### src/hpfm_pkg.sv
package hpfm_pkg;

	// Field widths of the sample and result words.
	localparam int SAMPLE_BITS = 12;
	localparam int TIME_BITS = 32;
	localparam int FREQ_BITS = 17;
	localparam int DIV_BITS = 16;

	// Configuration port widths and register indexes.
	localparam int CFG_IDX_BITS = 2;
	localparam int CFG_DATA_BITS = 16;
	localparam logic [CFG_IDX_BITS-1:0] CFG_HIGH_CODE = 2'd0;
	localparam logic [CFG_IDX_BITS-1:0] CFG_LOW_CODE = 2'd1;
	localparam logic [CFG_IDX_BITS-1:0] CFG_TIMEOUT_MS = 2'd2;
	localparam logic [CFG_IDX_BITS-1:0] CFG_MIN_INTERVAL_MS = 2'd3;

	// Register values after reset.
	localparam logic [SAMPLE_BITS-1:0] HIGH_CODE_RST = 12'd1861;
	localparam logic [SAMPLE_BITS-1:0] LOW_CODE_RST = 12'd1490;
	localparam logic [DIV_BITS-1:0] TIMEOUT_MS_RST = 16'd3000;
	localparam logic [DIV_BITS-1:0] MIN_INTERVAL_MS_RST = 16'd20;

	// Centihertz for a period of one millisecond: the dividend of every measurement.
	localparam logic [FREQ_BITS-1:0] CENTIHZ_PER_MS = 17'd100000;

	typedef struct packed {
		logic [SAMPLE_BITS-1:0] sample;
		logic [TIME_BITS-1:0]   time_ms;
	} in_word_t;

	typedef struct packed {
		logic [FREQ_BITS-1:0] freq_centihz;
		logic                 level;
		logic                 rising_edge;
		logic                 armed;
	} out_word_t;

endpackage

### src/hpfm_div.sv
module hpfm_div (
	input  logic                           clk,
	input  logic                           arst_n,
	input  logic                           start,
	input  logic [hpfm_pkg::DIV_BITS-1:0]  divisor,
	output logic                           done,
	output logic [hpfm_pkg::FREQ_BITS-1:0] quotient
);
	import hpfm_pkg::*;

	localparam int CNT_BITS = $clog2(FREQ_BITS);

	logic                 busy_q;
	logic [CNT_BITS-1:0]  cnt_q;
	logic [DIV_BITS-1:0]  divisor_q;
	logic [DIV_BITS-1:0]  rem_q;
	logic [FREQ_BITS-1:0] quo_q;
	logic [DIV_BITS:0]    trial;
	logic                 fits;

	// One restoring step: bring down the next dividend bit and try the divisor.
	assign trial = {rem_q, quo_q[FREQ_BITS-1]};
	assign fits = (trial >= {1'b0, divisor_q});

	// The quotient register starts with the dividend and shifts the result bits in.
	always_ff @(posedge clk or negedge arst_n) begin
		if (!arst_n) begin
			busy_q <= 1'b0;
			cnt_q <= '0;
		end else if (start) begin
			busy_q <= 1'b1;
			cnt_q <= CNT_BITS'(FREQ_BITS - 1);
		end else if (busy_q) begin
			if (cnt_q == '0) begin
				busy_q <= 1'b0;
			end
			cnt_q <= cnt_q - 1'b1;
		end
	end

	always_ff @(posedge clk) begin
		if (start) begin
			divisor_q <= divisor;
			rem_q <= '0;
			quo_q <= CENTIHZ_PER_MS;
		end else if (busy_q) begin
			if (fits) begin
				rem_q <= DIV_BITS'(trial - {1'b0, divisor_q});
			end else begin
				rem_q <= trial[DIV_BITS-1:0];
			end
			quo_q <= {quo_q[FREQ_BITS-2:0], fits};
		end
	end

	assign done = busy_q && (cnt_q == '0);
	assign quotient = {quo_q[FREQ_BITS-2:0], fits};

endmodule

### src/hysteresis_pulse_frequency_meter.sv
// A word that needs no division goes from acceptance through the EMIT state into the
// output register; a rising edge that starts a measurement first waits in DIV for the
// bit-serial divider. No new word is taken while one is still in DIV or EMIT.
// A new word is taken while the previous result waits in the output register.
// Reset (arst_n low) clears the level, the edge time, the armed flag and the frequency,
// and returns the thresholds and time limits to their defaults.
module hysteresis_pulse_frequency_meter (
	input  logic                              clk,
	input  logic                              arst_n,
	input  logic                              item_valid,
	output logic                              item_stall,
	input  hpfm_pkg::in_word_t                item,
	output logic                              result_valid,
	input  logic                              result_stall,
	output hpfm_pkg::out_word_t               result,
	input  logic                              cfg_valid,
	output logic                              cfg_ready,
	input  logic [hpfm_pkg::CFG_IDX_BITS-1:0] cfg_index,
	input  logic [hpfm_pkg::CFG_DATA_BITS-1:0] cfg_data
);
	import hpfm_pkg::*;

	typedef enum logic [2:0] {
		ST_IDLE = 3'b001,
		ST_DIV  = 3'b010,
		ST_EMIT = 3'b100
	} state_t;

	state_t               state_q;
	logic [SAMPLE_BITS-1:0] high_code_q;
	logic [SAMPLE_BITS-1:0] low_code_q;
	logic [DIV_BITS-1:0]  timeout_ms_q;
	logic [DIV_BITS-1:0]  min_interval_ms_q;
	logic                 level_q;
	logic                 edge_q;
	logic                 armed_q;
	logic [TIME_BITS-1:0] last_edge_q;
	logic [FREQ_BITS-1:0] freq_q;
	logic                 result_valid_q;
	out_word_t            result_q;

	logic                 accept;
	logic                 level_next;
	logic                 edge_now;
	logic [TIME_BITS-1:0] interval;
	logic                 interval_ok;
	logic                 gap_over;
	logic                 div_start;
	logic                 div_done;
	logic [FREQ_BITS-1:0] div_quotient;
	logic                 out_free;

	assign cfg_ready = 1'b1;
	assign item_stall = (state_q != ST_IDLE);
	assign accept = item_valid && !item_stall;
	assign out_free = !result_valid_q || !result_stall;

	// Configuration registers.
	always_ff @(posedge clk or negedge arst_n) begin
		if (!arst_n) begin
			high_code_q <= HIGH_CODE_RST;
			low_code_q <= LOW_CODE_RST;
			timeout_ms_q <= TIMEOUT_MS_RST;
			min_interval_ms_q <= MIN_INTERVAL_MS_RST;
		end else if (cfg_valid) begin
			unique case (cfg_index)
				CFG_HIGH_CODE:       high_code_q <= cfg_data[SAMPLE_BITS-1:0];
				CFG_LOW_CODE:        low_code_q <= cfg_data[SAMPLE_BITS-1:0];
				CFG_TIMEOUT_MS:      timeout_ms_q <= cfg_data[DIV_BITS-1:0];
				CFG_MIN_INTERVAL_MS: min_interval_ms_q <= cfg_data[DIV_BITS-1:0];
			endcase
		end
	end

	// Hysteresis comparator; the high test wins when both hold.
	always_comb begin
		if (item.sample > high_code_q) begin
			level_next = 1'b1;
		end else if (item.sample < low_code_q) begin
			level_next = 1'b0;
		end else begin
			level_next = level_q;
		end
	end

	assign edge_now = !level_q && level_next;

	// Wrapping interval since the last edge and its range checks.
	assign interval = item.time_ms - last_edge_q;
	assign interval_ok = (interval != '0)
		&& (interval >= TIME_BITS'(min_interval_ms_q))
		&& (interval < TIME_BITS'(timeout_ms_q));
	assign gap_over = (interval > TIME_BITS'(timeout_ms_q));
	assign div_start = accept && edge_now && armed_q && interval_ok;

	hpfm_div u_div (
		.clk      (clk),
		.arst_n   (arst_n),
		.start    (div_start),
		.divisor  (interval[DIV_BITS-1:0]),
		.done     (div_done),
		.quotient (div_quotient)
	);

	// Sequencer and meter state.
	always_ff @(posedge clk or negedge arst_n) begin
		if (!arst_n) begin
			state_q <= ST_IDLE;
			level_q <= 1'b0;
			edge_q <= 1'b0;
			armed_q <= 1'b0;
			last_edge_q <= '0;
			freq_q <= '0;
		end else begin
			unique case (state_q)
				ST_IDLE: begin
					if (accept) begin
						level_q <= level_next;
						edge_q <= edge_now;
						if (edge_now) begin
							last_edge_q <= item.time_ms;
							if (armed_q) begin
								if (!interval_ok) begin
									freq_q <= '0;
								end
							end else begin
								armed_q <= 1'b1;
							end
						end else if (armed_q && gap_over) begin
							freq_q <= '0;
							armed_q <= 1'b0;
						end
						state_q <= div_start ? ST_DIV : ST_EMIT;
					end
				end
				ST_DIV: begin
					if (div_done) begin
						freq_q <= div_quotient;
						state_q <= ST_EMIT;
					end
				end
				ST_EMIT: begin
					if (out_free) begin
						state_q <= ST_IDLE;
					end
				end
				default: state_q <= ST_IDLE;
			endcase
		end
	end

	// Output register: holds a finished word until the consumer takes it.
	always_ff @(posedge clk or negedge arst_n) begin
		if (!arst_n) begin
			result_valid_q <= 1'b0;
		end else if (state_q == ST_EMIT && out_free) begin
			result_valid_q <= 1'b1;
		end else if (!result_stall) begin
			result_valid_q <= 1'b0;
		end
	end

	always_ff @(posedge clk) begin
		if (state_q == ST_EMIT && out_free) begin
			result_q.freq_centihz <= freq_q;
			result_q.level <= level_q;
			result_q.rising_edge <= edge_q;
			result_q.armed <= armed_q;
		end
	end

	assign result_valid = result_valid_q;
	assign result = result_q;

endmodule
### config.mk
export PLATFORM = sky130hd
export DESIGN_NAME = hysteresis_pulse_frequency_meter
export DESIGN_NICKNAME = d
export VERILOG_FILES = /design/src/hpfm_pkg.sv /design/src/hpfm_div.sv /design/src/hysteresis_pulse_frequency_meter.sv
export SDC_FILE = /design/constraint.sdc
export NUM_CORES = 1
export LEC_CHECK = 0
export BUFFER_PORTS_ARGS = -buffer_cell sky130_fd_sc_hd__buf_2
export CAP_MARGIN = 30
export CORE_MARGIN = 10
export CORE_UTILIZATION = 50
export DETAILED_ROUTE_END_ITERATION = 12
export GPL_TIMING_DRIVEN = 0
export PLACE_DENSITY = 0.74
export SLEW_MARGIN = 20
export SYNTH_ARGS = -nofsm -noshare
export SYNTH_HDL_FRONTEND = slang
export SYNTH_HIERARCHICAL = 1
export SYNTH_SLANG_ARGS = --single-unit
### constraint.sdc
create_clock -name clk -period 7.25 [get_ports clk]
set_input_delay 0.725 -clock clk [delete_from_list [all_inputs] [get_ports clk]]
set_output_delay 0.725 -clock clk [all_outputs]
set_load 0.005 [all_outputs]
Word-level counts from Yosys, hierarchy flattened. Cells that the tools add are included.

Flip-flop bits (word level): 187. Input port bits: 67. Output and inout port bits: 23. Word-level logic and storage cells: 97.

Add/subtract/negate cells: 3. $lt $le $gt $ge: 6. Equality and inequality tests: 14. Muxes and demuxes: 24. Reductions and logical operators: 30.

Operators with widths (count): 17-bit two-way mux (6); 17-bit one-hot mux with 2 select lines (1); 32-bit by 16-bit >= comparator with 1-bit output (1); 32-bit by 16-bit > comparator with 1-bit output (1); 32-bit by 16-bit < comparator with 1-bit output (1); 32-bit nonzero test (1); 32-bit subtractor (1); 17-bit by 16-bit >= comparator with 1-bit output (1); 16-bit two-way mux (1); 16-bit subtractor (1); 12-bit > comparator (1); 12-bit < comparator (1); 3-bit two-way mux (4); 1-bit logical AND (10); 5-bit two-way mux (2); 2-bit AND reduction (5); 1-bit two-way mux (9); 3-bit != test (second input constant) (3); 3-bit one-hot mux with 3 select lines (1); 3-bit AND reduction (3); 2-bit != test (second input constant) (3); 6-bit AND reduction (1); 2-bit nonzero test (3); 5-bit zero test (1); other kinds (11) (15).

Longest topological paths before layout.
Word-level depth: 10. Depth in mapped cells: 24.

Cells and area by module. Netlist, hierarchy kept.

Modules (own cells, without submodules): hysteresis_pulse_frequency_meter (times used 1, cells an instance 907, area each 8958.6 um2, seq. area each 3430.8 um2); hpfm_div (times used 1, cells an instance 359, area each 3359.5 um2, seq. area each 1291.2 um2).

Worst setup path after synthesis. OpenSTA, ideal clock, no wires.

Path type: input -> register. From: input item[0] (netlist bit). To: register u_div.rem_q[10]. Data arrival time: 6.632 ns. Data required time: 7.128 ns. Slack: 0.497 ns. Stages on the path: 23. Cell sequence: inv_1 ha_1 inv_1 fa_1 a21o_1 nand4_2 a21boi_1 o21a_1 or3_1 and2_1 ha_1 nand4_1 or2_2 o21ai_0 a21oi_1 o2bb2ai_1 o31ai_1 a41oi_1 nand2_1 nor4_1 inv_1 and3_1 a221o_1.

Word-level cells in the longest chain between the ends: 5.

Ends and longest elaborated chain: start, declared (line hysteresis_pulse_frequency_meter.sv:12) `input hpfm_pkg::in_word_t item,`; 32-bit subtractor * (line hysteresis_pulse_frequency_meter.sv:89) `assign interval = item.time_ms - last_edge_q;`; named net interval[8] (line hysteresis_pulse_frequency_meter.sv:45) `logic [TIME_BITS-1:0] interval;`; 32-bit by 16-bit >= comparator with 1-bit output / 32-bit nonzero test (equally long branches) (line hysteresis_pulse_frequency_meter.sv:91, hysteresis_pulse_frequency_meter.sv:90); 1-bit logical AND (line hysteresis_pulse_frequency_meter.sv:91) `&& (interval >= TIME_BITS'(min_interval_ms_q))`; 1-bit logical AND * (line hysteresis_pulse_frequency_meter.sv:92) `&& (interval < TIME_BITS'(timeout_ms_q));`; 1-bit logical AND * (line hysteresis_pulse_frequency_meter.sv:94) `assign div_start = accept && edge_now && armed_q && interval_ok;`; named net div_start (line hysteresis_pulse_frequency_meter.sv:48) `logic div_start;`; end signal, assigned (line hpfm_div.sv:48) `rem_q <= DIV_BITS'(trial - {1'b0, divisor_q});`; end signal, assigned (line hpfm_div.sv:50) `rem_q <= trial[DIV_BITS-1:0];`; end, declared (line hpfm_div.sv:16) `logic [DIV_BITS-1:0] rem_q;`.

Mark *: on every way through the listed nets, which the timed path passes. The rest lies on a longest branch. A chain may end at the register's enable or synchronous reset.

Worst setup path after layout.
From: input item[0] (netlist bit). To: register u_div.cnt_q[0].

Word-level cells in the longest chain between the ends: 6.

Ends and longest elaborated chain: 32-bit subtractor * (line hysteresis_pulse_frequency_meter.sv:89); named net interval[12] (line hysteresis_pulse_frequency_meter.sv:45); 32-bit by 16-bit >= comparator with 1-bit output / 32-bit nonzero test (equally long branches) (line hysteresis_pulse_frequency_meter.sv:91, hysteresis_pulse_frequency_meter.sv:90); 1-bit logical AND (line hysteresis_pulse_frequency_meter.sv:91); 1-bit logical AND * (line hysteresis_pulse_frequency_meter.sv:92); 1-bit logical AND * (line hysteresis_pulse_frequency_meter.sv:94); named net div_start (line hysteresis_pulse_frequency_meter.sv:48); 5-bit two-way mux / 2-bit nonzero test (equally long branches); end signal, assigned (line hpfm_div.sv:32) `cnt_q <= CNT_BITS'(FREQ_BITS - 1);`; end signal, assigned (line hpfm_div.sv:37) `cnt_q <= cnt_q - 1'b1;`; end, declared (line hpfm_div.sv:14) `logic [CNT_BITS-1:0] cnt_q;`.

Marks and branches as above.

==> results_dict.tcl <==
set metrics [dict create \
    rsz0062_at_grt "no" \
    cap_violations 0 \
    cts_tree "done" \
    initial_core_util_pct 50.8 \
    slew_viol_final 0 \
    finish.cell_count_without_fillers 1715 \
    cp_slowest_cell "sky130_fd_sc_hd__xnor2_1" \
    clk_root_buffer_cell "sky130_fd_sc_hd__clkbuf_16" \
    tightestPinTransition_ps 791 \
    post_route_cells_drive_above_1_share_pct 23.2 \
    yosysWarningCount 6 \
    fin_util_pct 57.2 \
    worstPathCellList "buf_2, inv_1, ha_1, inv_1, fa_1, a21o_1, nand4_2, a211oi_2, nor2_2, xnor2_1, ha_1, nand4_1, or2_2, o21ai_0, a21oi_1, o2bb2ai_1, o31ai_1, a41oi_1, nand2_1, nor4_2, buf_4, clkbuf_8, clkbuf_1, nor2_1" \
    design.portCount 90 \
    finClkSkew_ps 16.4 \
    clk_pin_slew_worst_paths_ps 80 \
    num_antenna_cells 0 \
    final-setup-viol-count 0 \
    cts_sinks 187 \
    power.leakage_nw 6.16 \
    synth_simple_gate_area_share_pct 13.4 \
    postRouteAntennaNets 0 \
    path_class "input pin to flop" \
    cts_buffers 17 \
    critical_path.startpoint "item[0]" \
    cell_count_after_placement 1683 \
    core_um2 24200 \
    postSynth.asyncResetShare_pct 63.1 \
    drc_errors 0 \
    syn_to_final_growth_pct 12.5 \
    grt_pass1_vias 9907 \
    number_of_enable_flip_flop_cells_after_synthesis 36 \
    relSlewSlack_pct 46.7 \
    synthesized_netlist_cell_count 1266 \
    critical_path.startpoint_type "input pin" \
    fp.dieArea_um2 31300 \
    synth-xor-area-share_pct 2.13 \
    crit-reg2reg-launch "last_edge_q[0]" \
    routabilityCongestion 0.931 \
    main_combinational_cell_family_by_area_after_synthesis "compound AO/OA/AOI/OAI gates" \
    antenna_found_initial 0 \
    grt_max_degree 69 \
    final-hold-violation-count 0 \
    cts.hold.buffers_added 0 \
    first_pass_iters 7 \
    synth_fp_nets 1439 \
    postSynth.topFlopCell "sky130_fd_sc_hd__dfrtp_1" \
    outcome "finished clean" \
    postSynthRegisterBits 187 \
    wirelength_um 30100 \
    synth.distinct_cells 102 \
    fp-row-count 57 \
    detail_route.iter0.violations 676 \
    timing.critical_path.arrival_ps 6050 \
    number_of_h_tree_branching_levels 4 \
    max-vdd-ir-drop_mv 0.191 \
    max_clock_freq_ghz 0.174 \
    slowest_delay_ps 610 \
    cts_post_setup_buffers_inserted 0 \
    required_ps 7560 \
    portBuffers 88 \
    post-route-min-period_ps 5740 \
    route.detailed.wl_per_inst_um 17.5 \
    hold_class "input pin to async pin" \
    cp_max_fo 10 \
    fp.dieH_um 177 \
    powerDensity_nw_per_um2 425 \
    synth.avg_cell_area_um2 9.73 \
    compound_gate_portion_of_the_synthesized_area_pct 18.6 \
    grtUsageTotal_pct 19.5 \
    num-nets-final 1551 \
    die_w_um 177 \
    synth_seq_area_share_pct 38.3 \
    wire_length_of_the_first_global_routing_pass_um 50000 \
    viasPerCell 5.75 \
    most-common-layout-cells "137 x sky130_fd_sc_hd__inv_1, 104 x sky130_fd_sc_hd__ha_1, 100 x sky130_fd_sc_hd__nand2_1, 100 x sky130_fd_sc_hd__buf_2, 96 x sky130_fd_sc_hd__dfrtp_1" \
    clk_latency_ps 450 \
    place_hpwl_um 23400 \
    detailroute.via_count 9867 \
    synthAdderAreaFrac_pct 10.9 \
    grt_overflow_total 0 \
    fin_tns_setup_ps 0 \
    postCtsResizedCells 0 \
    final_common_cell "sky130_fd_sc_hd__inv_1" \
    post_route_fraction_of_the_period_consumed_by_the_critical_path_pct 79.2 \
    syn-cell-area_um2 12300 \
    synth.mux.area_fraction_pct 8.43 \
    clock_tree.buffer_depth 2 \
    critPathCaptureType "flop" \
]
==> power by group <==
group	internal, W	switching, W
clock network	0.000472	0.000488
logic	0.00138	0.00195
registers	0.00141	0.000186
total	0.00327	0.00262
==> routing by layer <==
layer / wire, um / GRT usage [%]
met5: 0 / 0
met4: 621 / 6.27
met1: 13500 / 25.3
met2: 14600 / 32.7
met3: 1360 / 3.01
==> registers in the layout (all words and copies together), names as in the netlist <==
name               cells
freq_q                17
u_div/cnt_q            5
high_code_q           12
low_code_q            12
result_valid           1
state_q                3
result                20
u_div/divisor_q       16
last_edge_q           32
edge_q                 1
min_interval_ms_q     16
u_div/busy_q           1
level_q                1
timeout_ms_q          16
u_div/quo_q           17
armed_q                1
u_div/rem_q           16
==> cells by family after synthesis <==
family / after synthesis
compound gates: 308
xor+xnor: 30
fa+ha+maj: 106
buf+inv: 205
flops: 187
mux: 94
other cells: 1
simple gates: 335
==> critical path, delay by kind of cell <==
kind                     cells  cell delay (ps)
AND/OR/NAND/NOR              7             1070
AO/OA/AOI/OAI                7             1740
adder cells (fa/ha/maj)      3              820
buffers and inverters        6             1060
XOR/XNOR                     1              610
==> layout make-up <==
type                       count  area, um2
fill                        2146      10400
multi-input combinational    874       6600
sequential                   187       4720
inverter                     138        518
timing repair buffer          93        503
buffer                        67        488
clock buffer                  17        425
tap                          324        405
clock inverter                15        196
==> worst paths after layout <==
kind | to | slack, ps | depth (start not counted)
hold / removal | low_code_q[2] | 270 | 1
setup / recovery | u_div/cnt_q[0] | 1510 | 24
hold reg to reg | result[8] | 440 | 0
setup reg to reg | u_div/cnt_q[0] | 1580 | 22
min in group clk | result[8] | 440 | 0
max in group asynchronous | state_q[0] | 6220 | 2
==> stage by stage <==
stage          worst slack (ps)  cell area [um2]  power (W)  hold WS (ps)
2_1_floorplan               497            12300    0.00406           425
3_3_place_gp              -1640            13200    0.00479           430
3_5_place_dp               1120            13200    0.00490           432
4_1_cts                    1560            13900    0.00587           291
5_1_grt                    1210            13900    0.00636           304
6_report                   1510            13900    0.00589           269
==> synth_stat cells (16+ instances only) <==
cell                         n  area share, %
sky130_fd_sc_hd__xnor2_1    20            1.4
sky130_fd_sc_hd__nor3_1     18           0.73
sky130_fd_sc_hd__ha_1      104             11
sky130_fd_sc_hd__inv_1     137            4.2
sky130_fd_sc_hd__dfrtp_1    96             20
sky130_fd_sc_hd__o21ai_0    61            2.5
sky130_fd_sc_hd__nand2_1   100            3.0
sky130_fd_sc_hd__nand3_1    27            1.1
sky130_fd_sc_hd__nand4_1    25            1.3
sky130_fd_sc_hd__mux2i_1    16            1.3
sky130_fd_sc_hd__a21oi_1    53            2.2
sky130_fd_sc_hd__dfxtp_1    33            5.4
sky130_fd_sc_hd__buf_4      24            1.5
sky130_fd_sc_hd__edfxtp_1   36            8.8
sky130_fd_sc_hd__dfstp_2    22            4.7
sky130_fd_sc_hd__nor2_1     85            2.6
sky130_fd_sc_hd__a21o_1     29            1.8
sky130_fd_sc_hd__mux2_2     78            7.1
Power figures use the tool's default switching activity.
